--- config.mk ---
export PLATFORM = sky130hd
export DESIGN_NAME = mwas_mem
export DESIGN_NICKNAME = d
export VERILOG_FILES = /design/src/rtl/mwas_pkg.sv /design/src/rtl/mwas_mem.sv
export SDC_FILE = /design/constraint.sdc
export NUM_CORES = 2
export LEC_CHECK = 0
export ABC_AREA = 1
export BUFFER_PORTS_ARGS = -buffer_cell sky130_fd_sc_hd__buf_2
export CAP_MARGIN = 20
export CORE_ASPECT_RATIO = 0.5
export CORE_UTILIZATION = 30
export CTS_CLUSTER_SIZE = 24
export DETAILED_ROUTE_END_ITERATION = 16
export GPL_TIMING_DRIVEN = 0
export SLEW_MARGIN = 20
export SYNTH_ARGS = -nofsm -noshare
export SYNTH_HDL_FRONTEND = slang
export SYNTH_SLANG_ARGS = --single-unit
--- constraint.sdc ---
create_clock -name clk -period 2 [get_ports clk]
set_input_delay 0.2 -clock clk [delete_from_list [all_inputs] [get_ports clk]]
set_output_delay 0.2 -clock clk [all_outputs]
set_load 0.02 [all_outputs]
--- src/rtl/mwas_pkg.sv ---
// shared types, constants and helpers for the multiplicative weights action selector
// no dependencies; used by every module in rtl/
package mwas_pkg;

    localparam int MAX_ACTIONS = 64;
    localparam int IDX_W       = $clog2(MAX_ACTIONS);
    localparam int NUM_W       = 7;
    localparam int ADDR_W      = 3;
    localparam int SUM_W       = 40;
    localparam int QUO_W       = 33;

    localparam logic [15:0]      STEP_RESET    = 16'd32768;
    localparam logic [NUM_W-1:0] ACTIONS_RESET = NUM_W'(MAX_ACTIONS);
    localparam logic [16:0]      LOSS_ONE      = 17'd65536;

    localparam logic OP_LOSS = 1'b0;
    localparam logic OP_DRAW = 1'b1;

    localparam logic REG_STEP = 1'b0;
    localparam logic REG_NUM  = 1'b1;

    localparam logic [1:0] KIND_UPDATE = 2'd0;
    localparam logic [1:0] KIND_DRAW   = 2'd1;
    localparam logic [1:0] KIND_ERROR  = 2'd2;

    typedef enum logic [3:0] {
        S_IDLE,
        S_UNI,
        S_DISPATCH,
        S_LOSS_MUL,
        S_LOSS_WR,
        S_NORM_RD,
        S_NORM_WAIT,
        S_NORM_DIV,
        S_NORM_WR,
        S_DRAW_RD,
        S_DRAW_CMP
    } state_t;

    typedef struct packed {
        logic             rd_en;
        logic             wr_en;
        logic             clear;
        logic [IDX_W-1:0] addr;
        logic [31:0]      wdata;
    } mem_req_t;

    function automatic logic [31:0] sat_q32(input logic [QUO_W-1:0] q);
        logic [31:0] r;
        r = q[QUO_W-1] ? 32'hFFFF_FFFF : q[31:0];
        return r;
    endfunction

    function automatic logic [NUM_W-1:0] clamp_num(input logic [NUM_W-1:0] v);
        logic [NUM_W-1:0] r;
        if (v == '0)
        begin
            r = NUM_W'(1);
        end
        else if (v > NUM_W'(MAX_ACTIONS))
        begin
            r = NUM_W'(MAX_ACTIONS);
        end
        else
        begin
            r = v;
        end
        return r;
    endfunction

endpackage

--- src/rtl/mwas_mem.sv ---
// weight store: 64 x Q0.32 memory with per-entry valid bits, registered read
// depends on mwas_pkg; entries not written since the last clear read as uniform below num, else as zero
module mwas_mem (
    input  logic                          clk,
    input  logic                          rst_n,
    input  mwas_pkg::mem_req_t            req,
    input  logic [31:0]                   uni_weight,
    input  logic [mwas_pkg::NUM_W-1:0]    num,
    output logic [31:0]                   rdata
);

    logic [31:0]                     mem [mwas_pkg::MAX_ACTIONS];
    logic [mwas_pkg::MAX_ACTIONS-1:0] valid_reg;
    logic [31:0]                     data_reg;
    logic                            rd_valid_reg;
    logic                            rd_range_reg;

    always_ff @(posedge clk)
    begin
        if (req.wr_en)
        begin
            mem[req.addr] <= req.wdata;
        end
        if (req.rd_en)
        begin
            data_reg     <= mem[req.addr];
            rd_valid_reg <= valid_reg[req.addr];
            rd_range_reg <= {1'b0, req.addr} < num;
        end
    end

    always_ff @(posedge clk or negedge rst_n)
    begin
        if (!rst_n)
        begin
            valid_reg <= '0;
        end
        else if (req.clear)
        begin
            valid_reg <= '0;
        end
        else if (req.wr_en)
        begin
            valid_reg[req.addr] <= 1'b1;
        end
    end

    assign rdata = rd_valid_reg ? data_reg : (rd_range_reg ? uni_weight : 32'd0);

endmodule

**Word-level counts from Yosys, hierarchy flattened**

Memory sizes are Yosys's and may differ from the RTL's. A register that Yosys moved wholly into a read port is not among the register bits.
Index checks and enable logic that the tools add are counted.

- Register bits after elaboration: 66
- Bits in latches: 0
- Memory bits (writable): 2048
- Bits in read-only memories: 0
- Input bits: 82
- Output and inout port bits: 32
- Word-level logic and storage cells: 20
- Memories kept: 1

Memories:

| name | depth | bits a word | read ports | clocked after Yosys merged registers in | wr ports | line | text |
|---|---|---|---|---|---|---|---|
| mem | 64 | 32 | 1 | 1 | 1 | mwas_mem.sv:12 | `logic [31:0] mem [mwas_pkg::MAX_ACTIONS];` |

- Add/subtract/negate cells: 0
- Multipliers: 0
- Divide/modulo/power cells: 0
- Order comparisons: 3
- Equal/unequal tests: 0
- Shift operators: 0
- Muxes and demuxes: 10
- Bitwise gates (word level): 1
- Reduce and logical (&&, ||, !) cells: 2

Operators with widths:

| operator | number |
|---|---|
| 64-bit 2-to-1 mux | 2 |
| 32-bit 2-to-1 mux | 2 |
| 64-bit bitwise OR | 1 |
| 6-bit by 7-bit < comparator with 1-bit output | 1 |
| 6-bit by 7-bit < comparator with 1-bit output (second input constant) | 1 |
| 1-bit binary-select mux with 6-bit select | 1 |
| 1-bit demux with 6-bit select | 1 |
| 6-bit by 1-bit greater-or-equal comparator with 1-bit output (second input constant) | 1 |
| 1-bit 2-to-1 mux | 4 |
| 2-bit nonzero test | 1 |
| 1-bit logical AND | 1 |

**Logic depth before layout (Yosys ltp)**

- Word-level depth: 7
- Mapped depth: 15
- Depth with buffers taken out: 11

**Worst setup path after synthesis**

OpenSTA, ideal clock, no wires.

- Path kind: input to register
- From: input req[32] (netlist bit)
- To: memory mem[40][0], enable pin
- Data arrival time: 3.169 ns
- Data required time: 1.537 ns
- Path slack: -1.632 ns
- Stages on the path: 7
- Path buffers: 4
- Cells stage by stage: buf_4 > buf_6 > buf_2 > buf_6 > nor2_1 > inv_1 > nor3_1

RTL lines:

| what | line | text |
|---|---|---|
| from (decl) | mwas_mem.sv:6 | `input mwas_pkg::mem_req_t req,` |
| to (decl) | mwas_mem.sv:12 |  |

Straight into the memory's write port.

**Worst setup path in the final report**

- From: register rd_valid_reg
- To: output rdata[28]

- Longest elaborated chain between the ends: 1

RTL lines:

| what | line | text |
|---|---|---|
| from (decl) | mwas_mem.sv:15 | `logic rd_valid_reg;` |
| from (signal assigned) | mwas_mem.sv:27 | `rd_valid_reg <= valid_reg[req.addr];` |
| 32-bit 2-to-1 mux | mwas_mem.sv:48 | `assign rdata = rd_valid_reg ? data_reg : (rd_range_reg ? uni_weight : 32'd0);` |
| to (decl) | mwas_mem.sv:9 | `output logic [31:0] rdata` |

Every way passes these cells.

==> impl_metrics.yaml <==
run_status:
  status: "finished, violations left"
  violations: "negative setup slack"
detailed_routing:
  dr.pass1.iters: 6
  vias: 65500
  drtAntennaViolNets: 0
  routed_wl_mm: 300
  drtIter0Drc: 7847
  routed_via_density: 4.76
  drc: 0
  wl_per_cell_um: 21.8
sta:
  hold_viol: 0
  finalSetupViolCount: 202
  finalCritPeriodShare_pct: 116
  slew_headroom_pct: 20.6
  final-max-slew-violation-count: 0
  max_clock_freq_ghz: 0.431
  setup_tns_ns: -18.28
  fin_skew_ns: 0.0683
  worst_slew_pin_slew_ns: 1.19
  layout_setup_ws_ns: -0.318
  grt_setup_unrepaired: "yes"
  fin_crit_ns: 2.32
power:
  ir_drop_mv: 0.909
  powerDensity_nw_per_um2: 887
  power_w: 0.0965
  leakage_nw: 45.1
clock_tree:
  cts.path.max_buffers: 3
  cts_tree: "yes"
  cts_sinks: 2146
  clock_latency_ns: 0.86
  cts_max_level: 4
  cts_root_buffer: "clkbuf_16"
  cts_buffers: 209
  cts.clk_slew.worst_paths_ns: 0.06
global_routing:
  met3_usage_pct: 3.99
  use_met1_pct: 25.5
  grt_usage_pct: 19.2
  grt_overflow: 0
  grt_pass1_wl_mm: 425
  grt_max_degree: 65
  grt_pass1_vias: 61000
  gr-usage-met2_pct: 30.2
  grt_most_used_layer: "met2"
  antenna_found_initial: 20
synth:
  yosys_warnings: 0
  ys_seq_area_share_pct: 71.0
  synth.area.top_cells: "edfxtp_1 (69%), nand2_1 (25%), dfrtp_1 (1.8%)"
  synth-seq-cells: 2146
  synth_adder_area_share_pct: 0.0693
  yosys.area_share.simple_pct: 26.5
  synth_top_family_by_area: "simple AND/OR/NAND/NOR gates"
  synthXorXnorAreaFrac_pct: 0
  syn_inst: 8972
  synthMuxAreaShare_pct: 0
  netlist_area_um2: 90300
  synth_compound_area_share_pct: 0.101
  synth_area_per_cell_um2: 10.1
  ys_types: 26
  synth_top_area_share_pct: 69.2
  syn-num-nets: 9059
  yosys.area.top_type: "edfxtp_1"
job:
  cap_violations: 0
critical_path:
  start_kind: "register"
  r2r_cells: 10
  arrival_ns: 2.12
  cp-end-kind: "output pin"
  path_max_fanout: 5
  crit_type: "register to output pin"
  crit_required_ns: 1.80
final_layout:
  syn_to_final_growth_pct: 20.4
  instances_no_fill: 13800
  drive_gt1_share_pct: 11.3
  largest_reg_flops: 2048
  stdcell_area_um2: 109000
  final_nets: 9644
min_path:
  min_path_type: "primary input to register"
  hold_path_depth: 3
placed_design:
  hpwl_mm: 210
  portBuffers: 111
  place_area_um2: 99700
  gp_congestion: 0.967
  dp.cells: 13200
floorplanning:
  die_area_um2: 303000
  ios: 114
  initial_core_util_pct: 30.2
  fp-row-count: 142
  die_w_um: 778
  core_um2: 300000
  die-height_um: 390
-- worst max-delay path, cell delays in order, from the launching register on --
cell and delay, ns:
edfxtp_1 0.41, buf_6 0.17, clkinvlp_4 0.09, buf_12 0.15, clkbuf_16 0.16, nand3_2 0.07, nand2_2 0.08, buf_6 0.11
-- layout make-up --
cell class / instances / area [µm²]
antenna: 8 / 20.0
fill: 29200 / 191000
timing repair buffer: 374 / 5370
tap: 4032 / 5040
buffer: 451 / 2260
inverter: 41 / 185
clock inverter: 114 / 1050
clock buffer: 274 / 5630
sequential: 2146 / 64100
multi-input combinational: 6334 / 25100
-- layout by cell type (no fill, tap or decap), drive strengths merged --
master            n
dlygate4sd3      36
nand3            44
inv              42
dfrtp            64
a21oi             2
o21ai             7
clkdlybuf4s15     1
clkinvlp          8
nand4             2
edfxtp         2082
bufinv           14
nand2          5975
o211ai            5
nor3             10
diode             8
nor2            277
clkbuf          491
or2               6
clkinv           91
buf             571
ha                5
a41oi             1
-- report_power, final --
part / internal, W / leakage [nW] / total [W] / switching [W]
combinational: 0.00187 / 22.2 / 0.00760 / 0.00572
sequential: 0.0497 / 19.7 / 0.0498 / 0.0000892
clock: 0.0216 / 3.26 / 0.0391 / 0.0175
-- cells by family (layout without fill, tap and decap cells) --
group,count (synthesis),after routing
simple gates,6312,6314
flops,2146,2146
buf+inv,494,1254
compound gates,15,15
fa+ha+maj,5,5
other cells,0,8
-- synthesized netlist by cell type (all sizes together) --
library cell and number:
a21oi 2, buf 241, edfxtp 2082, dfrtp 64, nor2 275, o21ai 7
a41oi 1, ha 5, inv 41, nand4 2, or2 6, nand3 44
clkbuf 212, o211ai 5, nand2 5975, nor3 10
-- metal layers --
metal  vias to the layer above  share of wire, %
li1                      30200                 -
met1                     31500                40
met2                      3178                45
met3                       647                10
met4                         8               5.3
met5                         -             0.017
-- what timing repair did --
item                                   in CTS  in global routing
endpoints found under the hold margin    1168                  0
resized for setup                         241                 92
hold buffers                               37                  0
setup buffers                              81                 15
setup endpoints to repair                1183                231
pin swaps                                  53                 36
cloned                                      6                  0
-- path summary, 6_finish.rpt --
kind | start | slack [ns] | endpoint
max | rd_valid_reg | -0.32 | rdata[28]
min | req[39] | 0.05 | mem[14][1]
max reg2reg | mem[40][2] | -0.04 | data_reg[2]
min reg2reg | valid_reg[59] | 0.50 | valid_reg[59]
max in group asynchronous | rst_n | 1.25 | valid_reg[38]
min in group asynchronous | rst_n | 0.49 | valid_reg[1]
-- metrics by stage --
stage                     setup slack [ns]  utilization, %  hold slack, ns
after floorplan                    -0.0858               -         -0.0956
after global placement               -2.15            32.2           0.477
after detailed placement             -1.46            33.3           0.198
after CTS                           -0.322            36.2          0.0289
after global routing                -0.382            36.3          0.0469
final                               -0.318            36.3          0.0504
Power figures use the tool's default switching activity.
