<file path="config.mk">
export PLATFORM = sky130hd
export DESIGN_NAME = mwas_div
export DESIGN_NICKNAME = d
export VERILOG_FILES = /design/src/rtl/mwas_pkg.sv /design/src/rtl/mwas_div.sv
export SDC_FILE = /design/constraint.sdc
export NUM_CORES = 1
export LEC_CHECK = 0
export ABC_AREA = 1
export BUFFER_PORTS_ARGS = -buffer_cell sky130_fd_sc_hd__buf_2
export CAP_MARGIN = 30
export CORE_ASPECT_RATIO = 0.8
export CORE_MARGIN = 4
export CORE_UTILIZATION = 40
export CTS_CLUSTER_DIAMETER = 200
export CTS_CLUSTER_SIZE = 16
export DETAILED_ROUTE_END_ITERATION = 8
export GPL_ROUTABILITY_DRIVEN = 0
export PLACE_DENSITY_LB_ADDON = 0.2
export SETUP_SLACK_MARGIN = 0.02
export SLEW_MARGIN = 25
export SYNTH_ARGS = -nofsm -noshare
export SYNTH_HDL_FRONTEND = slang
export SYNTH_SLANG_ARGS = --single-unit
</file>
<file path="constraint.sdc">
create_clock -name clk -period 3.9 [get_ports clk]
set_input_delay 0.195 -clock clk [delete_from_list [all_inputs] [get_ports clk]]
set_output_delay 0.195 -clock clk [all_outputs]
set_load 0.01 [all_outputs]
</file>
<file path="src/rtl/mwas_pkg.sv">
// shared types, constants and helpers for the multiplicative weights action selector
// no dependencies; used by every module in rtl/
package mwas_pkg;

    localparam int MAX_ACTIONS = 64;
    localparam int IDX_W       = $clog2(MAX_ACTIONS);
    localparam int NUM_W       = 7;
    localparam int ADDR_W      = 3;
    localparam int SUM_W       = 40;
    localparam int QUO_W       = 33;

    localparam logic [15:0]      STEP_RESET    = 16'd32768;
    localparam logic [NUM_W-1:0] ACTIONS_RESET = NUM_W'(MAX_ACTIONS);
    localparam logic [16:0]      LOSS_ONE      = 17'd65536;

    localparam logic OP_LOSS = 1'b0;
    localparam logic OP_DRAW = 1'b1;

    localparam logic REG_STEP = 1'b0;
    localparam logic REG_NUM  = 1'b1;

    localparam logic [1:0] KIND_UPDATE = 2'd0;
    localparam logic [1:0] KIND_DRAW   = 2'd1;
    localparam logic [1:0] KIND_ERROR  = 2'd2;

    typedef enum logic [3:0] {
        S_IDLE,
        S_UNI,
        S_DISPATCH,
        S_LOSS_MUL,
        S_LOSS_WR,
        S_NORM_RD,
        S_NORM_WAIT,
        S_NORM_DIV,
        S_NORM_WR,
        S_DRAW_RD,
        S_DRAW_CMP
    } state_t;

    typedef struct packed {
        logic             rd_en;
        logic             wr_en;
        logic             clear;
        logic [IDX_W-1:0] addr;
        logic [31:0]      wdata;
    } mem_req_t;

    function automatic logic [31:0] sat_q32(input logic [QUO_W-1:0] q);
        logic [31:0] r;
        r = q[QUO_W-1] ? 32'hFFFF_FFFF : q[31:0];
        return r;
    endfunction

    function automatic logic [NUM_W-1:0] clamp_num(input logic [NUM_W-1:0] v);
        logic [NUM_W-1:0] r;
        if (v == '0)
        begin
            r = NUM_W'(1);
        end
        else if (v > NUM_W'(MAX_ACTIONS))
        begin
            r = NUM_W'(MAX_ACTIONS);
        end
        else
        begin
            r = v;
        end
        return r;
    endfunction

endpackage

</file>
<file path="src/rtl/mwas_div.sv">
// shared restoring divider: floor(dividend * 2^32 / divisor), one quotient bit per cycle
// depends on mwas_pkg; dividend must not exceed divisor
module mwas_div (
    input  logic                          clk,
    input  logic                          rst_n,
    input  logic                          start,
    input  logic [31:0]                   dividend,
    input  logic [mwas_pkg::SUM_W-1:0]    divisor,
    output logic                          done,
    output logic [mwas_pkg::QUO_W-1:0]    quotient
);

    logic                         busy_reg;
    logic                         done_reg;
    logic [5:0]                   cnt_reg;
    logic [mwas_pkg::SUM_W-1:0]   rem_reg;
    logic [mwas_pkg::QUO_W-1:0]   quo_reg;
    logic                         lsb_reg;
    logic [mwas_pkg::SUM_W:0]     trial;
    logic [mwas_pkg::SUM_W:0]     diff;
    logic                         ge;

    assign trial = {rem_reg, lsb_reg};
    assign ge    = trial >= {1'b0, divisor};
    assign diff  = trial - {1'b0, divisor};

    always_ff @(posedge clk or negedge rst_n)
    begin
        if (!rst_n)
        begin
            busy_reg <= 1'b0;
            done_reg <= 1'b0;
            cnt_reg  <= '0;
        end
        else
        begin
            done_reg <= 1'b0;
            if (start)
            begin
                busy_reg <= 1'b1;
                cnt_reg  <= 6'(mwas_pkg::QUO_W);
            end
            else if (busy_reg)
            begin
                cnt_reg <= cnt_reg - 6'd1;
                if (cnt_reg == 6'd1)
                begin
                    busy_reg <= 1'b0;
                    done_reg <= 1'b1;
                end
            end
        end
    end

    always_ff @(posedge clk)
    begin
        if (start)
        begin
            rem_reg <= mwas_pkg::SUM_W'(dividend[31:1]);
            lsb_reg <= dividend[0];
            quo_reg <= '0;
        end
        else if (busy_reg)
        begin
            rem_reg <= ge ? diff[mwas_pkg::SUM_W-1:0] : trial[mwas_pkg::SUM_W-1:0];
            lsb_reg <= 1'b0;
            quo_reg <= {quo_reg[mwas_pkg::QUO_W-2:0], ge};
        end
    end

    assign done     = done_reg;
    assign quotient = quo_reg;

endmodule

</file>
# Word level (Yosys, flattened, before mapping)
# Cells that the tools add are included.
[op_classes]
n_eq_ne = 1
reduce_logical = 1
order_cmp = 1
add_sub_neg = 2
muxes = 13
[op_table]
columns = ["cell", "count"]
rows = [
  ["31-bit two-way mux", 2],
  ["41-bit by 40-bit greater-or-equal comparator with 1-bit output", 1],
  ["40-bit two-way mux", 1],
  ["40-bit subtractor", 1],
  ["6-bit two-way mux", 2],
  ["1-bit two-way mux", 8],
  ["6-bit by 1-bit equality test with 1-bit output (second input constant)", 1],
  ["6-bit by 1-bit subtractor with 6-bit output (second input constant)", 1],
  ["2-bit nonzero test", 1],
]
[word_totals]
register_bits = 82
out_inout_bits = 34
input_bits = 75

# Longest topological paths before layout
[depth]
word_depth = 4
depth_mapped = 17
ltp_nobuf = 17

# Worst setup path before layout
# Ideal clock, no wire load.
[synth_timing]
path_kind = "input -> register"
startpoint = "input port start"
endpoint = "register lsb_reg (enable)"
stages = 4
arrival_time_ns = 1.728
setup_ns = 0.409
required_ns = 3.491
path_slack_ns = 1.763
cell_sequence = "clkbuf_1 > nor2_1 > clkinv_1 > clkbuf_1"
[synth_between]
elab_chain_cells = 1
[synth_lines]
columns = ["item", "line_no", "rtl"]
rows = [
  ["from (decl)", "mwas_div.sv:6", "input logic start,"],
  ["2-bit nonzero test (no line)", "-", ""],
  ["to (signal assigned)", "mwas_div.sv:60", "lsb_reg <= dividend[0];"],
  ["to (decl)", "mwas_div.sv:18", "logic lsb_reg;"],
]
# No other way between the ends.
# A chain may end at the register's enable or synchronous reset.

# Final worst setup path
[layout_timing]
startpoint = "register rem_reg[24] (netlist name)"
endpoint = "register rem_reg[17] (netlist name), data pin"
[layout_between]
elab_chain_cells = 4
[layout_lines]
columns = ["item", "line_no", "rtl"]
rows = [
  ["from (decl)", "mwas_div.sv:16", "logic [mwas_pkg::SUM_W-1:0] rem_reg;"],
  ["from (signal assigned)", "mwas_div.sv:59", "rem_reg <= mwas_pkg::SUM_W'(dividend[31:1]);"],
  ["from (signal assigned)", "mwas_div.sv:65", "rem_reg <= ge ? diff[mwas_pkg::SUM_W-1:0] : trial[mwas_pkg::SUM_W-1:0];"],
  ["41-bit by 40-bit greater-or-equal comparator with 1-bit output", "mwas_div.sv:24", "assign ge = trial >= {1'b0, divisor};"],
  ["40-bit two-way mux", "mwas_div.sv:65", ""],
  ["31-bit two-way mux", "mwas_div.sv:63", "else if (busy_reg)"],
  ["31-bit two-way mux", "mwas_div.sv:57", "if (start)"],
]
# No other way between the ends. The select of a mux whose other input is x is not followed.

==> results by stage <==
Route:
- The via-per-instance ratio is approximately 4.8.
- For this run, design rule violations remaining after detail routing come to 0.
- The number of nets with antenna violations after detailed routing is 0.
- Detailed routing inserted a total of 6895 vias.
- After detailed routing, the average wire length per cell comes to 13.77 um.
- In this run, the number of DRC markers left after iteration 0 of detailed routing was 557.
- The iteration count of the initial detailed-routing pass is 5.
- The post-detailed-routing wire length is 19960 um.

Min path:
- The worst hold path stage count is 3.
- The startpoint identified for the worst hold timing path is dividend[0].
- The worst min-delay path endpoint is lsb_reg$_SDFFCE_PN0P_.
- In this run the worst hold path is classified as input pin to flop.

Timing:
- The post-route clock skew is 0.01237 ns.
- The setup-violating endpoint count in the final report is 0.
- The final cycle utilization of the critical path is a little under three quarters.
- The achievable frequency is 0.3564 GHz.
- The hold violation total from the final report is 0.
- The worst path in the final design needs a cycle of 2.806 ns, including I/O delays and setup.
- Setup repair after global routing left no endpoint under its margin.
- The transition at the pin with the smallest max-transition slack is between 0.7 and 0.8 ns.
- The setup TNS is 0 ns.
- Headroom to the max-slew limit came out at a little under half.
- The number of slew-limit violations in the final report is 0.

Clocking:
- The clock buffer count from CTS is 9.
- The number of buffers between clock root and the deepest sink is 2.
- The worst-skew pair later-pin latency is 0.36 ns.
- After clock tree synthesis, the clock-pin slew on the worst setup and hold paths is ~0.080 ns.
- Counting every sink on the clock net gives just over 80.
- The CTS tree is built.
- The count of H-tree levels built during CTS is 3.
- The tree is rooted in a clkbuf_16.

Yosys:
- The predominant post-synthesis flop cell is dfxtp_1.
- Of all cell types, the one taking the most synthesized area is nand2_1.
- The most frequently used cell type in the post-synthesis netlist is nand2_1.
- After synthesis, the largest area contributor takes up 23.41% of total cell area.
- The cell area after synthesis is approximately 6900 um^2.
- Ranked by total cell area, the synthesized netlist is headed by nand2_1 (23%), edfxtp_1 (14%), dfxtp_1 (12%).
- In this run, synthesis produced a sequential element count of 82.
- The number of flops mapped to enable cells by yosys is 32.
- Yosys printed 0 warnings.
- The sequential area share after synthesis is 28.84%.
- The unique cell type count in the Yosys netlist is 37.
- After technology mapping, the gate count stands at 1125.
- For this run, asynchronously set or reset flops after synthesis account for 9.756%.
- Synthesis produced a netlist with a net count of 1243.
- The average size of a mapped cell is 6.170 um^2.
- Sorting the synthesized cells by how often they occur yields nand2_1 (433), inv_1 (217), nor2_1 (76), nand3_1 (72).

Floorplan:
- The count of boundary I/O pins is 109.
- The floorplan has between 40 and 50 rows.
- The die footprint is around 20000 um^2.
- The floorplan step set the die height to between 100 and 150 um.
- The starting density of the core is approximately two fifths.
- The floorplan step set the die width to 155.3 um.
- The area inside the core boundary is 16760 um^2.

Power and ir drop:
- The design draws 5.633 mW.
- The total power per unit cell area is 704.2 nW/um^2.
- The net switching power is 2.798 mW.
- Per report_power, the clock group accounts for 15.9% of the total.
- Of the total power, the share spent switching nets is 49.67%.
- In this run the static leakage power is about 4.5 nW.
- The part of the total power dissipated in combinational logic is 61.0%.
- IR analysis of the VDD net gives a maximum drop of 0.2895 mV.
- The internal power contribution is 2.835 mW.
- The sequential power share is between 20% and 30%.

Run:
- The total of max-cap violations is 0.

Setup path:
- The worst setup path is captured at a flop.
- The setup path with the least slack is of type flop to flop.
- The endpoint identified for the worst register-to-register timing path is rem_reg[17]$_DFFE_PP_.
- For the worst setup path, the data arrival time is between 2 and 3 ns.
- The count of cells along the worst register-to-register path is 12.
- The reg-to-reg setup timing slack is roughly 1.1 ns.
- STA classifies the critical path startpoint as a flop.
- The maximum fanout along the worst path is 20.
- The worst register-to-register path begins at rem_reg[24]$_DFFE_PP_.
- The required time of the critical path is 4.00 ns.

Global route:
- The number of antenna violations at the first check in global routing was 0.
- Global routing used 20.58% of the available tracks across all layers.
- The first-pass GRT wire length is 32550 um.
- The via count of the first global-routing pass is between 6000 and 7000.
- The largest net degree at the start of global routing is 42.
- The total overflow reported by the global router is 0.

Layout:
- The area overhead of the layout relative to synthesis is 15.23%.
- 0 antenna diodes ended up in the layout.
- The number of flip-flops in the largest register is 40.
- The net count reported at finish is 1343.
- The share of layout cells above drive strength 1 is between 10% and 20%.

Run status:
- The flow ran to the end, and the final reports show no timing, DRC or antenna violations.

Place:
- The final HPWL from detailed placement is 15790 um.
- The port buffer count is 108.
cell usage in the layout (no fill, tap or decap), types with 3 or more instances in the layout:
| cell type | Yosys | final |
|---|---|---|
| a21oi_1 | 29 | 29 |
| and2_1 | 3 | 3 |
| buf_2 | 9 | 108 |
| buf_4 | 0 | 3 |
| clkbuf_16 | 0 | 9 |
| dfrtp_1 | 8 | 8 |
| dfxtp_1 | 42 | 42 |
| edfxtp_1 | 32 | 32 |
| ha_1 | 42 | 42 |
| inv_1 | 217 | 217 |
| inv_2 | 5 | 6 |
| inv_8 | 0 | 3 |
| nand2_1 | 433 | 433 |
| nand3_1 | 72 | 72 |
| nand3b_1 | 36 | 36 |
| nand4_1 | 3 | 3 |
| nor2_1 | 76 | 76 |
| nor2_2 | 7 | 7 |
| nor3_1 | 5 | 5 |
| o21ai_0 | 13 | 13 |
| o21ai_1 | 3 | 3 |
| o21bai_1 | 5 | 5 |
| o22ai_1 | 32 | 32 |
| xnor2_1 | 21 | 21 |
kinds of logic (layout without fill, tap and decap cells):
logic type | after synthesis | count (layout) | share of synthesized area [%]
DFF | 82 | 82 | 28.84
adders and majority gates | 43 | 43 | 7.859
buffers and inverters | 248 | 353 | 14.00
xor gates and xnor gates | 22 | 22 | 2.776
AOI/OAI and AO/OA | 86 | 86 | 7.120
and+or+nand+nor | 644 | 644 | 39.40
through the flow:
step | cells | instance area, um^2 | hold WS (ns) | utilization, % | setup slack (ns)
final | 1450 | 7999 | 0.09115 | 47.72 | 1.094
after global routing | 1450 | 7999 | 0.09720 | 47.72 | 0.8755
after CTS | 1449 | 7984 | 0.08301 | 47.63 | 1.130
after detailed placement | 1432 | 7672 | 0.05413 | 45.77 | 1.148
after global placement | 1431 | 7645 | 0.05696 | 45.60 | 1.187
after floorplan | 1125 | 6942 | -0.1006 | - | 1.763
power by group through the flow:
stage               sequential, mW  clock, mW  combinational, mW
floorplan                     1.27          0               2.66
global placement              1.31          0               3.35
detailed placement            1.31          0               3.37
CTS                           1.30      0.915               3.39
global route                  1.33      0.947               3.91
finish                        1.30      0.895               3.44
how the worst max path moves through the flow:
| stage | startpoint | to | slack (ns) | depth (start not counted) |
|---|---|---|---|---|
| after floorplan | start | lsb_reg$_SDFFCE_PN0P_ | 1.76 | 4 |
| after global placement | rem_reg[28]$_DFFE_PP_ | rem_reg[26]$_DFFE_PP_ | 1.19 | 10 |
| after detailed placement | rem_reg[24]$_DFFE_PP_ | rem_reg[11]$_DFFE_PP_ | 1.15 | 12 |
| after CTS | rem_reg[24]$_DFFE_PP_ | rem_reg[11]$_DFFE_PP_ | 1.13 | 12 |
| after global routing | rem_reg[2]$_DFFE_PP_ | rem_reg[36]$_SDFFE_PP0P_ | 0.88 | 15 |
| final | rem_reg[24]$_DFFE_PP_ | rem_reg[17]$_DFFE_PP_ | 1.09 | 12 |
critical path, stage by stage (launching register included):
cell      delay, ns
edfxtp_1       0.45
ha_1           0.40
nand2_1        0.18
nor2_1         0.09
nand2_1        0.10
nor2_2         0.05
nand3b_1       0.10
nand2_1        0.10
nor2_4         0.49
buf_4          0.34
nand3b_1       0.10
nand3_1        0.10
nand2_1        0.06
per-layer routing:
layer	vias up	wire length, um	part of all wire (%)	track usage [%]
met3	30	1424	7.1	5.144
met5	-	0	0	0
met1	2983	10600	53	31.66
li1	3672	-	-	-
met4	0	353	1.8	4.426
met2	210	7587	38	28.85
repair_timing:
item,CTS,global route
hold buffers,1,0
setup buffers,0,0
gates resized for setup,0,0
endpoints found under the hold margin,8,0
layout make-up:
| cell class | instances | area [um^2] |
|---|---|---|
| Tap cell | 220 | 275.3 |
| Clock inverter | 7 | 76.32 |
| Multi-Input combinational cell | 795 | 3968 |
| Fill cell | 1834 | 8765 |
| Clock buffer | 9 | 225.2 |
| Inverter | 223 | 837.1 |
| Timing Repair Buffer | 114 | 615.6 |
| Sequential cell | 82 | 2002 |
No activity file was read; power rests on OpenSTA's default activity.
